File: config.mk
export PLATFORM = sky130hd
export DESIGN_NAME = cul_front
export DESIGN_NICKNAME = d
export VERILOG_FILES = /design/src/rtl/assert_macros.svh /design/src/rtl/cul_pkg.sv /design/src/rtl/cul_front.sv
export SDC_FILE = /design/constraint.sdc
export NUM_CORES = 1
export LEC_CHECK = 0
export BUFFER_PORTS_ARGS = -buffer_cell sky130_fd_sc_hd__clkbuf_2
export CORE_MARGIN = 8
export CORE_UTILIZATION = 33
export CTS_BUF_LIST = sky130_fd_sc_hd__clkbuf_8
export DETAILED_ROUTE_END_ITERATION = 8
export GPL_ROUTABILITY_DRIVEN = 0
export PLACE_DENSITY = 0.88
export SLEW_MARGIN = 20
export SYNTH_ARGS = -nofsm -noshare
export SYNTH_HDL_FRONTEND = slang
export SYNTH_SLANG_ARGS = --single-unit
File: constraint.sdc
create_clock -name clock -period 4.97 [get_ports clock]
set_input_delay 0.994 -clock clock [delete_from_list [all_inputs] [get_ports clock]]
set_output_delay 0.994 -clock clock [all_outputs]
set_load 0.02 [all_outputs]
File: src/rtl/assert_macros.svh
// ----------------------------------------------------------------------------
// Assertion macros
// Concurrent assertion wrappers; empty when synthesizing.
// ----------------------------------------------------------------------------
`ifndef ASSERT_MACROS_SVH
`define ASSERT_MACROS_SVH

`ifndef SYNTHESIS
`define ASSERT_PROP(name, clk, rst, prop) \
   name: assert property (@(posedge clk) disable iff (rst) prop) \
      else $error("assertion failed");
`define ASSERT_NEVER(name, clk, rst, expr) \
   name: assert property (@(posedge clk) disable iff (rst) !(expr)) \
      else $error("forbidden condition seen");
`else
`define ASSERT_PROP(name, clk, rst, prop)
`define ASSERT_NEVER(name, clk, rst, expr)
`endif

`endif

File: src/rtl/cul_pkg.sv
// ----------------------------------------------------------------------------
// Combination unrank package
// Field widths, register indexes and the command and result beat types.
// ----------------------------------------------------------------------------
package cul_pkg;

   localparam int CFG_W       = 6;
   localparam int RANK_W      = 63;
   localparam int BASE_W      = 10;
   localparam int ELEM_W      = 11;
   localparam int POS_W       = 5;
   localparam int BINOM_W     = 64;
   localparam int CSR_IDX_W   = 1;
   localparam int MAX_N_DEF   = 32;
   localparam int MAX_K_OUT   = 32;
   localparam int QUEUE_DEPTH = 2;

   localparam logic [CSR_IDX_W-1:0] CSR_N_TOTAL  = 1'd0;
   localparam logic [CSR_IDX_W-1:0] CSR_K_CHOSEN = 1'd1;

   typedef struct packed {
      logic [RANK_W-1:0] rank;
      logic [BASE_W-1:0] base_offset;
      logic [CFG_W-1:0]  n_total;
      logic [CFG_W-1:0]  k_chosen;
      logic              invalid;
   } cmd_type;

   typedef struct packed {
      logic [ELEM_W-1:0] element;
      logic [POS_W-1:0]  position;
      logic              last;
      logic              invalid_config;
   } rsp_type;

endpackage

File: src/rtl/cul_front.sv
// ----------------------------------------------------------------------------
// Unrank front end
// Holds the n and k registers, takes request beats and tags bad configs.
// ----------------------------------------------------------------------------
module cul_front #(
   parameter int MAX_N = cul_pkg::MAX_N_DEF
) (
   input  logic                           clock,
   input  logic                           reset,
   input  logic                           csr_valid,
   output logic                           csr_ready,
   input  logic [cul_pkg::CSR_IDX_W-1:0]  csr_index,
   input  logic [cul_pkg::CFG_W-1:0]      csr_data,
   input  logic                           req_push,
   output logic                           req_full,
   input  logic [cul_pkg::RANK_W-1:0]     req_rank,
   input  logic [cul_pkg::BASE_W-1:0]     req_base_offset,
   input  logic                           tbl_ready,
   input  logic                           cmd_full,
   output logic                           cmd_push,
   output cul_pkg::cmd_type               cmd_d
);

   import cul_pkg::*;

   logic [CFG_W-1:0] n_ff, n_in;
   logic [CFG_W-1:0] k_ff, k_in;
   logic             bad_cfg;

   assign csr_ready = 1'b1;

   always_comb begin
      n_in = n_ff;
      k_in = k_ff;
      if (csr_valid) begin
         case (csr_index)
            CSR_N_TOTAL:  n_in = csr_data;
            CSR_K_CHOSEN: k_in = csr_data;
            default: begin
               n_in = n_ff;
               k_in = k_ff;
            end
         endcase
      end
   end

   always_ff @(posedge clock) begin
      if (reset) begin
         n_ff <= CFG_W'(1);
         k_ff <= CFG_W'(1);
      end else begin
         n_ff <= n_in;
         k_ff <= k_in;
      end
   end

   assign bad_cfg = (n_ff == '0) || (k_ff == '0) || (k_ff > n_ff) ||
                    (n_ff > CFG_W'(MAX_N)) || (k_ff > CFG_W'(MAX_K_OUT));

   assign req_full = cmd_full || !tbl_ready;
   assign cmd_push = req_push && !req_full;

   always_comb begin
      cmd_d.rank        = req_rank;
      cmd_d.base_offset = req_base_offset;
      cmd_d.n_total     = n_ff;
      cmd_d.k_chosen    = k_ff;
      cmd_d.invalid     = bad_cfg;
   end

endmodule

==> results.md <==
* Run status: finished, final reports clean
* Synthesized area per cell at 7.82 sq um
* LEAKAGE at 0.440 nW
* Combinational family with the most area after synthesis: buffers and inverters
* Multiplexer fraction of the synthesized cell area at 4.16%
* Power dissipated by switching net loads at 74.1 uW
* First-pass GRT wire length at 3280 microns
* Number of global-route vias before repair at 713
* Type of the worst min-delay path: flip-flop to flip-flop
* Share of synthesized area occupied by flip-flops and latches at 20.0%
* Clock tree from TritonCTS: built
* Placed standard-cell area at 827 sq um
* Nets in the synthesized netlist at 246
* Total Neg Setup Slack at 0 ps
* Largest fanout of any net on the critical path at 3
* Final min period at 2700 ps
* Maximum number of pins on one net before global-route repair at 13
* Highest Clock Rate at 370 MHz
* Internal power at 194 uW
* Initial standard-cell utilization of the core at 33.6%
* Area growth from synthesis to final layout at -26.7%
* Clock skew after layout at 0 ps
* GRT Overall Usage at 7.22%
* Number of synthesized register bits at 12
* Number of ports placed on the die boundary at 175
* Number of vias in the routed layout at 712
* Final global-route overflow total at 0
* Post-synthesis compound-gate area fraction at 5.61%
* Capturing element type of the critical path: primary output
* Final layout net count at 201
* Setup repair after global routing missed its margin: false
* Library cells used by synthesis at 22
* Yosys top cell area share at 46.8%
* Drt wl/cell at 13.7 microns
* Worst Path Required at 3980 ps
* Area of the die at 5840 sq um
* Cell chosen for the clock root: clkbuf_8
* Fraction of synthesized cell area in xor and xnor cells at 1.46%
* Wirelength, routed at 2140 microns
* Number of antenna repair diodes at 0
* Post_cts resized at 0
* Insertion delay to the later sink of the worst-skew pair at 240 ps
* Setup repair bufs after CTS at 0
* Detailed Routing Iterations Pass 1 at 4
* Number of port buffers at 27
* Simple-gate share of the synthesized area at 11.6%
* Total CTS buffers at 3
* Worst IR drop on VDD at 92.4 uV
* Final Non-Filler Cells at 156
* Die extent in y at 76.4 microns
* CP Launch Type: flip-flop
* Final critical-path share of the clock period at 54.3%
* Detailed-placement wirelength estimate at 1760 microns
* Total count of hold-check failures in the final report at 0
* Fraction of final layout cells sized beyond drive strength 1 at 29.6%
* Iteration-0 DRC Markers at 12
* Sequential Power Share at 39.8%
* Maximum buffer depth of the clock tree at 2
* Routed Antenna Nets at 0
* Count of endpoints failing setup in the final report at 0
* Gate Count Post-Synth at 154
* Cell count after placement at 152
* Number of antenna violations at the first check in global routing at 0
* Synth Area in Adders at 6.24%
* Residual DRC at 0
* Kind of critical path: flip-flop to primary output
* Largest area contributor in the netlist: buf_4
* Combinational share of power at 20.5%
* Proportion of total power due to net switching at 27.7%
* Detailed-route vias per instance at 4.56
* Pwr dens at 303 nW/um^2
* Area of the core at 3580 sq um
* Top cells by area in the synthesized netlist: buf_4, dfxtp_1, ha_1
* Part of the power in the clock network at 39.7%
* Floorplan die width at 76.4 microns
* Row count at 22
* Deepest level of the CTS H-tree at 1
* Cell area after technology mapping at 1200 sq um
* Hold buffers post-CTS at 0
* Data arrival time of the critical path at 1710 ps
* Yosys Warn Count at 0
* MaxCap Viol Count at 0
* Final Slew Violations at 0
* Fin area at 882 sq um
* Clock input transition at the sequential cells of the worst setup and hold paths at 50 ps
* Count of clock tree sinks at 12
synthesized netlist by cell type:
cell and count:
nor2_2 1, nand2b_1 3, a211o_1 1, nor3_1 1, ha_1 6, conb_1 1
or4_1 1, nand4_1 1, buf_2 1, inv_1 10, dfxtp_1 12, buf_4 75
xnor2_1 2, nand2_1 8, nand3_1 8, o32ai_1 1, o211ai_1 1, a21oi_1 7
mux2i_1 5, nor2_1 7, a21boi_0 1, clkbuf_1 1
cell usage in the layout (no fill, tap or decap), types with 2 or more instances in the layout:
cell	n
a21oi_1	7
clkbuf_2	27
clkbuf_8	4
dfxtp_1	12
ha_1	6
inv_1	10
mux2i_1	5
nand2_1	8
nand2b_1	3
nand3_1	8
nor2_1	7
xnor2_1	2
cell families after synthesis:
| group | count (synthesis) |
|---|---|
| muxes | 5 |
| DFF | 12 |
| buffers and inverters | 87 |
| and+or+nand+nor | 30 |
| xor gates and xnor gates | 2 |
| AOI/OAI and AO/OA | 11 |
| adders and majority gates | 6 |
| other | 1 |
layout make-up:
cell class / count / area (sq um)
Clock buffer: 4 / 55.1
Multi-Input combinational cell: 55 / 354
Tap cell: 48 / 60.1
Inverter: 10 / 37.5
Sequential cell: 12 / 240
Fill cell: 413 / 2700
Timing Repair Buffer: 27 / 135
critical path, cell delays in order (launching register included):
cell and delay [ps]:
dfxtp_1 340, inv_1 60, ha_1 310, a21oi_1 130
a21boi_0 90, o32ai_1 260, nand3_1 100, clkbuf_2 160
per-stage QoR:
stage / power (mW) / utilization, % / worst slack (ps) / hold WS, ps
after global placement: 0.163 / 23.1 / 2520 / 479
after global routing: 0.283 / 24.7 / 2150 / 543
after detailed placement: 0.165 / 23.1 / 2500 / 497
final: 0.268 / 24.7 / 2270 / 503
after floorplan: 0.234 / - / 2420 / 557
after CTS: 0.272 / 24.7 / 2240 / 505
routing by layer:
metal / wire, microns / GRT usage (%)
met4: 142 / 8.27
met2: 902 / 10.6
met5: 0 / 0
met1: 805 / 6.20
met3: 290 / 4.60
state kept, by name, indices dropped and copies added (netlist names):
register / cells
n_ff: 6
k_ff: 6
path summary, 6_finish.rpt:
| check | end | startpoint | depth (start not counted) | slack [ps] |
|---|---|---|---|---|
| setup / recovery | cmd_d[0] | n_ff[4]$_SDFFE_PP0P_ | 7 | 2270 |
| hold / removal | k_ff[4]$_SDFFE_PP0P_ | k_ff[4]$_SDFFE_PP0P_ | 2 | 500 |
| setup reg to reg | n_ff[0]$_SDFFE_PP1P_ | n_ff[0]$_SDFFE_PP1P_ | 1 | 4260 |
| hold reg to reg | k_ff[4]$_SDFFE_PP0P_ | k_ff[4]$_SDFFE_PP0P_ | 2 | 500 |
power by group through the flow:
stage | Combinational [mW] | Clock [mW] | Sequential (mW)
after floorplan | 0.120 | 0 | 0.113
after global placement | 0.0550 | 0 | 0.108
after detailed placement | 0.0561 | 0 | 0.109
after CTS | 0.0563 | 0.109 | 0.107
after global routing | 0.0617 | 0.114 | 0.107
final | 0.0548 | 0.106 | 0.107
No activity file was read; power rests on OpenSTA's default activity.
