`src/rtl/assert_macros.svh`:
```
// ----------------------------------------------------------------------------
// Assertion macros
// Concurrent assertion wrappers; empty when synthesizing.
// ----------------------------------------------------------------------------
`ifndef ASSERT_MACROS_SVH
`define ASSERT_MACROS_SVH

`ifndef SYNTHESIS
`define ASSERT_PROP(name, clk, rst, prop) \
   name: assert property (@(posedge clk) disable iff (rst) prop) \
      else $error("assertion failed");
`define ASSERT_NEVER(name, clk, rst, expr) \
   name: assert property (@(posedge clk) disable iff (rst) !(expr)) \
      else $error("forbidden condition seen");
`else
`define ASSERT_PROP(name, clk, rst, prop)
`define ASSERT_NEVER(name, clk, rst, expr)
`endif

`endif

```
`src/rtl/cul_pkg.sv`:
```
// ----------------------------------------------------------------------------
// Combination unrank package
// Field widths, register indexes and the command and result beat types.
// ----------------------------------------------------------------------------
package cul_pkg;

   localparam int CFG_W       = 6;
   localparam int RANK_W      = 63;
   localparam int BASE_W      = 10;
   localparam int ELEM_W      = 11;
   localparam int POS_W       = 5;
   localparam int BINOM_W     = 64;
   localparam int CSR_IDX_W   = 1;
   localparam int MAX_N_DEF   = 32;
   localparam int MAX_K_OUT   = 32;
   localparam int QUEUE_DEPTH = 2;

   localparam logic [CSR_IDX_W-1:0] CSR_N_TOTAL  = 1'd0;
   localparam logic [CSR_IDX_W-1:0] CSR_K_CHOSEN = 1'd1;

   typedef struct packed {
      logic [RANK_W-1:0] rank;
      logic [BASE_W-1:0] base_offset;
      logic [CFG_W-1:0]  n_total;
      logic [CFG_W-1:0]  k_chosen;
      logic              invalid;
   } cmd_type;

   typedef struct packed {
      logic [ELEM_W-1:0] element;
      logic [POS_W-1:0]  position;
      logic              last;
      logic              invalid_config;
   } rsp_type;

endpackage

```
`src/rtl/cul_queue.sv`:
```
// ----------------------------------------------------------------------------
// Small queue
// Circular buffer with push/full and pop/empty sides.
// ----------------------------------------------------------------------------
module cul_queue #(
   parameter int WIDTH = 8,
   parameter int DEPTH = cul_pkg::QUEUE_DEPTH
) (
   input  logic             clock,
   input  logic             reset,
   input  logic             push,
   output logic             full,
   input  logic [WIDTH-1:0] wr_data,
   input  logic             pop,
   output logic             empty,
   output logic [WIDTH-1:0] rd_data
);

   localparam int PW = $clog2(DEPTH);
   localparam int CW = $clog2(DEPTH + 1);

   logic [WIDTH-1:0] slot_ff [DEPTH];
   logic [PW-1:0]    wr_ptr_ff, wr_ptr_in;
   logic [PW-1:0]    rd_ptr_ff, rd_ptr_in;
   logic [CW-1:0]    count_ff, count_in;
   logic             do_push;
   logic             do_pop;

   assign full    = (count_ff == CW'(DEPTH));
   assign empty   = (count_ff == '0);
   assign do_push = push && !full;
   assign do_pop  = pop && !empty;
   assign rd_data = slot_ff[rd_ptr_ff];

   always_comb begin
      wr_ptr_in = wr_ptr_ff;
      rd_ptr_in = rd_ptr_ff;
      if (do_push) begin
         wr_ptr_in = (wr_ptr_ff == PW'(DEPTH - 1)) ? '0 : wr_ptr_ff + 1'b1;
      end
      if (do_pop) begin
         rd_ptr_in = (rd_ptr_ff == PW'(DEPTH - 1)) ? '0 : rd_ptr_ff + 1'b1;
      end
      count_in = count_ff + CW'(do_push) - CW'(do_pop);
   end

   always_ff @(posedge clock) begin
      if (reset) begin
         wr_ptr_ff <= '0;
         rd_ptr_ff <= '0;
         count_ff  <= '0;
      end else begin
         wr_ptr_ff <= wr_ptr_in;
         rd_ptr_ff <= rd_ptr_in;
         count_ff  <= count_in;
      end
   end

   always_ff @(posedge clock) begin
      if (do_push) begin
         slot_ff[wr_ptr_ff] <= wr_data;
      end
   end

endmodule

```
`config.mk`:
```
export PLATFORM = sky130hd
export DESIGN_NAME = cul_queue
export DESIGN_NICKNAME = d
export VERILOG_FILES = /design/src/rtl/assert_macros.svh /design/src/rtl/cul_pkg.sv /design/src/rtl/cul_queue.sv
export SDC_FILE = /design/constraint.sdc
export NUM_CORES = 1
export LEC_CHECK = 0
export BUFFER_PORTS_ARGS = -buffer_cell sky130_fd_sc_hd__buf_2
export CAP_MARGIN = 20
export CORE_MARGIN = 5
export CORE_UTILIZATION = 52
export CTS_BUF_LIST = sky130_fd_sc_hd__clkbuf_16
export DETAILED_ROUTE_END_ITERATION = 12
export GPL_TIMING_DRIVEN = 0
export PLACE_DENSITY_LB_ADDON = 0.12
export SETUP_SLACK_MARGIN = 0.4
export SLEW_MARGIN = 25
export SYNTH_ARGS = -nofsm -noshare
export SYNTH_HDL_FRONTEND = slang
export SYNTH_SLANG_ARGS = --single-unit
```
`constraint.sdc`:
```
create_clock -name clock -period 3.1 [get_ports clock]
set_input_delay 0.62 -clock clock [delete_from_list [all_inputs] [get_ports clock]]
set_output_delay 0.62 -clock clock [all_outputs]
set_load 0.02 [all_outputs]
```
==> impl_metrics.env, run 1 <==
export IMPL_synth_cell_type_count=21
export IMPL_htree_levels=1
export IMPL_drive_gt1_share_pct=41.6
export IMPL_critical_path_arrival_ps=1270
export IMPL_initial_core_util_pct=54.5
export IMPL_syn_area_um2=811
export IMPL_p_per_area_mw_per_mm2=923
export IMPL_critical_path_class="reg -> out"
export IMPL_clk_latency_ps=250
export IMPL_portBuffers=21
export IMPL_yosys_area_top_type="edfxtp_1"
export IMPL_critPathLaunchType="flip-flop"
export IMPL_max_slew_margin_rel_pct=77.0
export IMPL_status="finished clean"
export IMPL_p_comb_share_pct=30.3
export IMPL_vias_per_cell=5.00
export IMPL_vdd_ir_drop_max_mv=0.713
export IMPL_die_area_mm2=0.00245
export IMPL_clockRootBuffer="clkbuf_16"
export IMPL_syn_nets=66
export IMPL_ant_nets=0
export IMPL_wire_per_inst_um=13.5
export IMPL_pwr_share_seq_pct=41.4
export IMPL_synth_top_area_share_pct=59.3
export IMPL_area_delta_synth_final_pct=25.2
export IMPL_grt_pass1_vias=470
export IMPL_clockBufferDepth=2
export IMPL_synth_cells=52
export IMPL_grt_setup_unrepaired="false"
export IMPL_min_path_type="reg -> reg"
export IMPL_numCtsBuffers=3
export IMPL_first_pass_iters=3
export IMPL_total_power_mw=0.936
export IMPL_fmax_ghz=0.530
export IMPL_path_clk_slew_ps=50
export IMPL_period_share_pct=60.8
export IMPL_tightest_slew_ps=345
export IMPL_utilization_pct=68.2
export IMPL_die_h_um=49.5
export IMPL_synth_seq_cells=21
export IMPL_skew_ps=1.57
export IMPL_synth_warnings=0
export IMPL_antenna_found_initial=0
export IMPL_ctsHoldBuffers=0
export IMPL_slew_viol_final=0
export IMPL_drtIter0Drc=2
export IMPL_place_hpwl_um=883
export IMPL_drc=0
export IMPL_end_kind="primary output"
export IMPL_ys_flop_type="edfxtp_1"
export IMPL_synth_edf_count=16
export IMPL_grt_max_degree=12
export IMPL_pin_count=22
export IMPL_drt_wl_total_mm=1.26
export IMPL_intPower_mw=0.653
export IMPL_crit_required_ps=2480
export IMPL_cts_setup_buffers=0
export IMPL_hold_viol=0
export IMPL_ys_seq_area_share_pct=71.6
export IMPL_fin_setup_tns_ps=0
export IMPL_clockPowerShare_pct=28.3
export IMPL_grt_overflow=0
export IMPL_maxCapViolations=0
export IMPL_fin_crit_ps=1890
export IMPL_nets=92
export IMPL_finalSetupViolCount=0
export IMPL_clock_sinks=21
export IMPL_crit_fanout=8
export IMPL_swShare_pct=30.2
export IMPL_p_switching_mw=0.283
export IMPL_cts_tree="yes"
export IMPL_die_width_um=49.5
export IMPL_p_leak_nw=0.435
export IMPL_gp_congestion=0.684
export IMPL_vias=465
export IMPL_grt_pass1_wl_mm=2.06
export IMPL_fill_cells=113
export IMPL_synth_avg_cell_area_um2=15.6
export IMPL_rows=14
export IMPL_cts_resized=0
export IMPL_synth_area_top_cells="edfxtp_1, dfxtp_1, mux2_1, mux2_2, ha_1"
export IMPL_track_usage_pct=11.8
export IMPL_async_flop_share_pct=0
export IMPL_n_antenna_cell=0
export IMPL_coreArea_mm2=0.00149
==> synth_stat cells, types with 2 or more instances <==
cell type and n:
edfxtp_1 16, dfxtp_1 5, mux2_1 5, nor2_1 4, inv_1 3, mux2_2 3
ha_1 2
==> state kept, by name (all words and copies together), names as in the netlist, named ones only <==
name,cells
count_ff,2
rd_ptr_ff,1
wr_ptr_ff,1
slot_ff,16
==> power groups by stage <==
stage | Clock (mW) | Sequential, mW | Combinational (mW)
after floorplan | 0 | 0.387 | 0.211
after global placement | 0 | 0.391 | 0.285
after detailed placement | 0 | 0.393 | 0.288
after CTS | 0.275 | 0.389 | 0.290
after global routing | 0.293 | 0.394 | 0.316
final | 0.265 | 0.387 | 0.284
==> final timing paths <==
path	startpoint	endpoint	slack (ps)	cells past startpoint
worst min-delay path	wr_ptr_ff	wr_ptr_ff	490	2
worst max register to register	count_ff[1]	count_ff[1]	1540	7
worst max-delay path	flip-flop	rd_data[1]	1210	3
worst min register to register	wr_ptr_ff	wr_ptr_ff	490	2
==> layout make-up <==
cell class,count,area (µm²),area share (%)
inverter,4,15.0,1.48
timing repair buffer,21,105,10.4
buffer,1,5.00,0.493
sequential,21,581,57.2
clock buffer,3,75.1,7.40
tap,16,20.0,1.97
multi-input combinational,26,210,20.7
clock inverter,1,3.75,0.370
==> through the flow <==
step / hold slack [ps] / instances / worst slack (ps) / cell area (µm²)
floorplan: 451 / 52 / 1440 / 811
CTS: 491 / 93 / 1200 / 1010
detailed placement: 482 / 89 / 1260 / 936
global route: 520 / 93 / 1130 / 1010
global placement: 469 / 89 / 1300 / 936
finish: 487 / 93 / 1210 / 1010
==> worst max-delay path, stage by stage, from the launching register on <==
cell,delay (ps)
dfxtp_1,300
buf_2,210
mux2_2,350
buf_2,160
==> layer usage <==
| metal | track usage [%] | wire [µm] |
|---|---|---|
| met2 | 18.5 | 627 |
| met1 | 12.3 | 496 |
| met5 | 0 | 0 |
| met4 | 7.86 | 38 |
| met3 | 6.02 | 96 |
==> cells by family (layout without fill, tap and decap cells) <==
group / count (synthesis) / after routing / synth area share (%)
xor+xnor: 2 / 2 / 2.16
fa+ha+maj: 2 / 2 / 3.09
mux: 8 / 8 / 11.1
flops: 21 / 21 / 71.6
compound gates: 3 / 3 / 2.31
simple gates: 11 / 11 / 7.25
buf+inv: 5 / 30 / 2.47
==> layout by cell type, fill, tap and decap left out, drive strengths merged <==
master | netlist | layout
a21oi | 1 | 1
mux2 | 8 | 8
xnor2 | 1 | 1
or3 | 1 | 1
nor2 | 4 | 4
edfxtp | 16 | 16
buf | 1 | 22
nor3 | 1 | 1
and2 | 1 | 1
and3 | 1 | 1
o21a | 1 | 1
inv | 4 | 5
o21ai | 1 | 1
dfxtp | 5 | 5
nand2b | 1 | 1
nor2b | 1 | 1
clkbuf | 0 | 3
ha | 2 | 2
nand2 | 1 | 1
xor2 | 1 | 1
No activity file was read; power rests on OpenSTA's default activity.
==> run 2, diff against run 1 <==
CORE_UTILIZATION = 44   (was 52)
clock period = 1.6 ns   (was 3.1 ns; I/O delays follow)
==> impl_metrics.env, run 2 (synthesized netlist as in run 1, its figures left out) <==
export IMPL_grt_max_degree=12
export IMPL_timing_rr_start="count_ff[0]"
export IMPL_utilization_pct=71.3
export IMPL_track_usage_pct=12.8
export IMPL_ctsHoldBuffers=0
export IMPL_reg_largest_list="slot_ff: 16 flops, count_ff: 2 flops"
export IMPL_path_cells="buf_8 -> mux2_4 -> buf_6"
export IMPL_fin_crit_ps=1490
export IMPL_place_hpwl_um=893
export IMPL_p_per_area_mw_per_mm2=1810
export IMPL_fin_setup_tns_ps=0
export IMPL_drc=0
export IMPL_critical_path_class="reg -> out"
export IMPL_vias=506
export IMPL_grt_pass1_wl_mm=2.48
export IMPL_drive_gt1_share_pct=67.5
export IMPL_max_slew_margin_rel_pct=86.3
export IMPL_antenna_found_initial=0
export IMPL_drtIter0Drc=7
export IMPL_ant_nets=0
export IMPL_clockRootBuffer="clkbuf_16"
export IMPL_finalSetupViolCount=0
export IMPL_skew_ps=3.16
export IMPL_slew_viol_final=0
export IMPL_htree_levels=1
export IMPL_wire_per_inst_um=13.6
export IMPL_nets=95
export IMPL_status="finished clean"
export IMPL_min_path_type="in -> reg"
export IMPL_maxCapViolations=0
export IMPL_fmax_ghz=0.673
export IMPL_hold_path_startpoint="wr_data[7]"
export IMPL_clk_latency_ps=250
export IMPL_grt_overflow=0
export IMPL_cts_tree="yes"
export IMPL_area_delta_synth_final_pct=53.4
export IMPL_final_common_cell="edfxtp_1"
export IMPL_coreArea_mm2=0.00175
export IMPL_die_h_um=52.9
export IMPL_n_antenna_cell=0
export IMPL_hold_path_end="slot_ff[1][7]"
export IMPL_first_pass_iters=2
export IMPL_r2r_slack_ps=130
export IMPL_largest_reg_flops=16
export IMPL_crit_fanout=8
export IMPL_rr_endpoint="count_ff[1]"
export IMPL_portBuffers=21
export IMPL_period_share_pct=92.9
export IMPL_tightest_slew_ps=204
export IMPL_drt_wl_total_mm=1.43
export IMPL_total_power_mw=2.26
export IMPL_critical_path_arrival_ps=1170
export IMPL_critPathLaunchType="flip-flop"
export IMPL_final_cell_mix="edfxtp_1, buf_2, buf_6, mux2_4, nor2_1"
export IMPL_gp_congestion=0.667
export IMPL_vias_per_cell=4.82
export IMPL_slowest_stage="dfxtp_2"
export IMPL_min_delay_path_depth=1
export IMPL_path_clk_slew_ps=50
export IMPL_die_area_mm2=0.00280
export IMPL_hold_viol=0
export IMPL_vdd_ir_drop_max_mv=0.978
export IMPL_crit_required_ps=1280
export IMPL_numCtsBuffers=3
export IMPL_max_stage_delay_ps=330
export IMPL_grt_setup_unrepaired="true"
export IMPL_top_register="slot_ff"
export IMPL_clock_sinks=21
export IMPL_rows=15
export IMPL_fill_cells=116
export IMPL_grt_pass1_vias=532
export IMPL_die_width_um=52.9
export IMPL_pin_count=22
export IMPL_p_leak_nw=0.508
export IMPL_initial_core_util_pct=46.5
export IMPL_reg2reg_depth=7
export IMPL_clockBufferDepth=2
export IMPL_end_kind="primary output"
run 2: changes by cell type in the layout (fill, tap and decap cells not counted), moves of 3 or more:
cell,previous run,this run
mux2_2,3,0
dfxtp_1,5,2
buf_6,0,10
mux2_1,5,0
mux2_4,0,8
buf_2,22,11
buf_4,0,3
run 2: how the worst max path moves through the flow:
stage	startpoint	to	slack (ps)	cells past startpoint
2_1_floorplan	count_ff[0]	count_ff[1]	140	7
3_3_place_gp	count_ff[0]	count_ff[1]	90	8
3_5_place_dp	count_ff[0]	count_ff[1]	40	8
4_1_cts	flip-flop	rd_data[6]	70	3
5_1_grt	flip-flop	rd_data[0]	70	3
6_report	flip-flop	rd_data[0]	110	3
run 2: report_power, final:
group | leakage, nW | switching, mW | internal (mW)
Combinational | 0.274 | 0.427 | 0.539
Sequential | 0.192 | 0.0684 | 0.723
Clock | 0.0423 | 0.168 | 0.332
Total | 0.508 | 0.664 | 1.59
run 2: metal layers:
metal | GRT usage, % | part of all wire [%] | vias to the layer above
met5 | 0 | 0 | -
met4 | 5.11 | 0 | 0
met3 | 3.66 | 4.8 | 0
met2 | 22.9 | 55 | 11
met1 | 14.2 | 40 | 252
li1 | - | - | 243
run 2: area by class of cell:
cell class	count	area (µm²)	area share, %
Sequential cell	21	589	47.4
Inverter	4	25.0	2.01
Buffer	1	15.0	1.21
Clock buffer	3	75.1	6.04
Clock inverter	1	3.75	0.302
Multi-Input combinational cell	26	314	25.3
Timing Repair Buffer	24	190	15.3
Tap cell	25	31.3	2.52
run 2: timing repair:
| action | in CTS | in global routing |
|---|---|---|
| endpoints found under the setup margin | 19 | 29 |
| setup buffers | 3 | 0 |
| resized for setup | 39 | 10 |
| pin swaps | 1 | 0 |
| cloned | 0 | 0 |
run 2: through the flow:
step                      instances  instance area (µm²)  setup WS (ps)  hold slack, ps
after floorplan                  52                  823            140             384
after global placement           98                  960           94.7             471
after detailed placement         98                  960           41.1             489
after CTS                       105                 1200           67.4             256
after global routing            105                 1240           73.8             256
final                           105                 1240            113             260
run 2: worst max-delay path, delay by kind of cell (launching register included):
kind | cells | cell delay, ps
buf+inv | 2 | 270
flops | 1 | 330
mux | 1 | 320
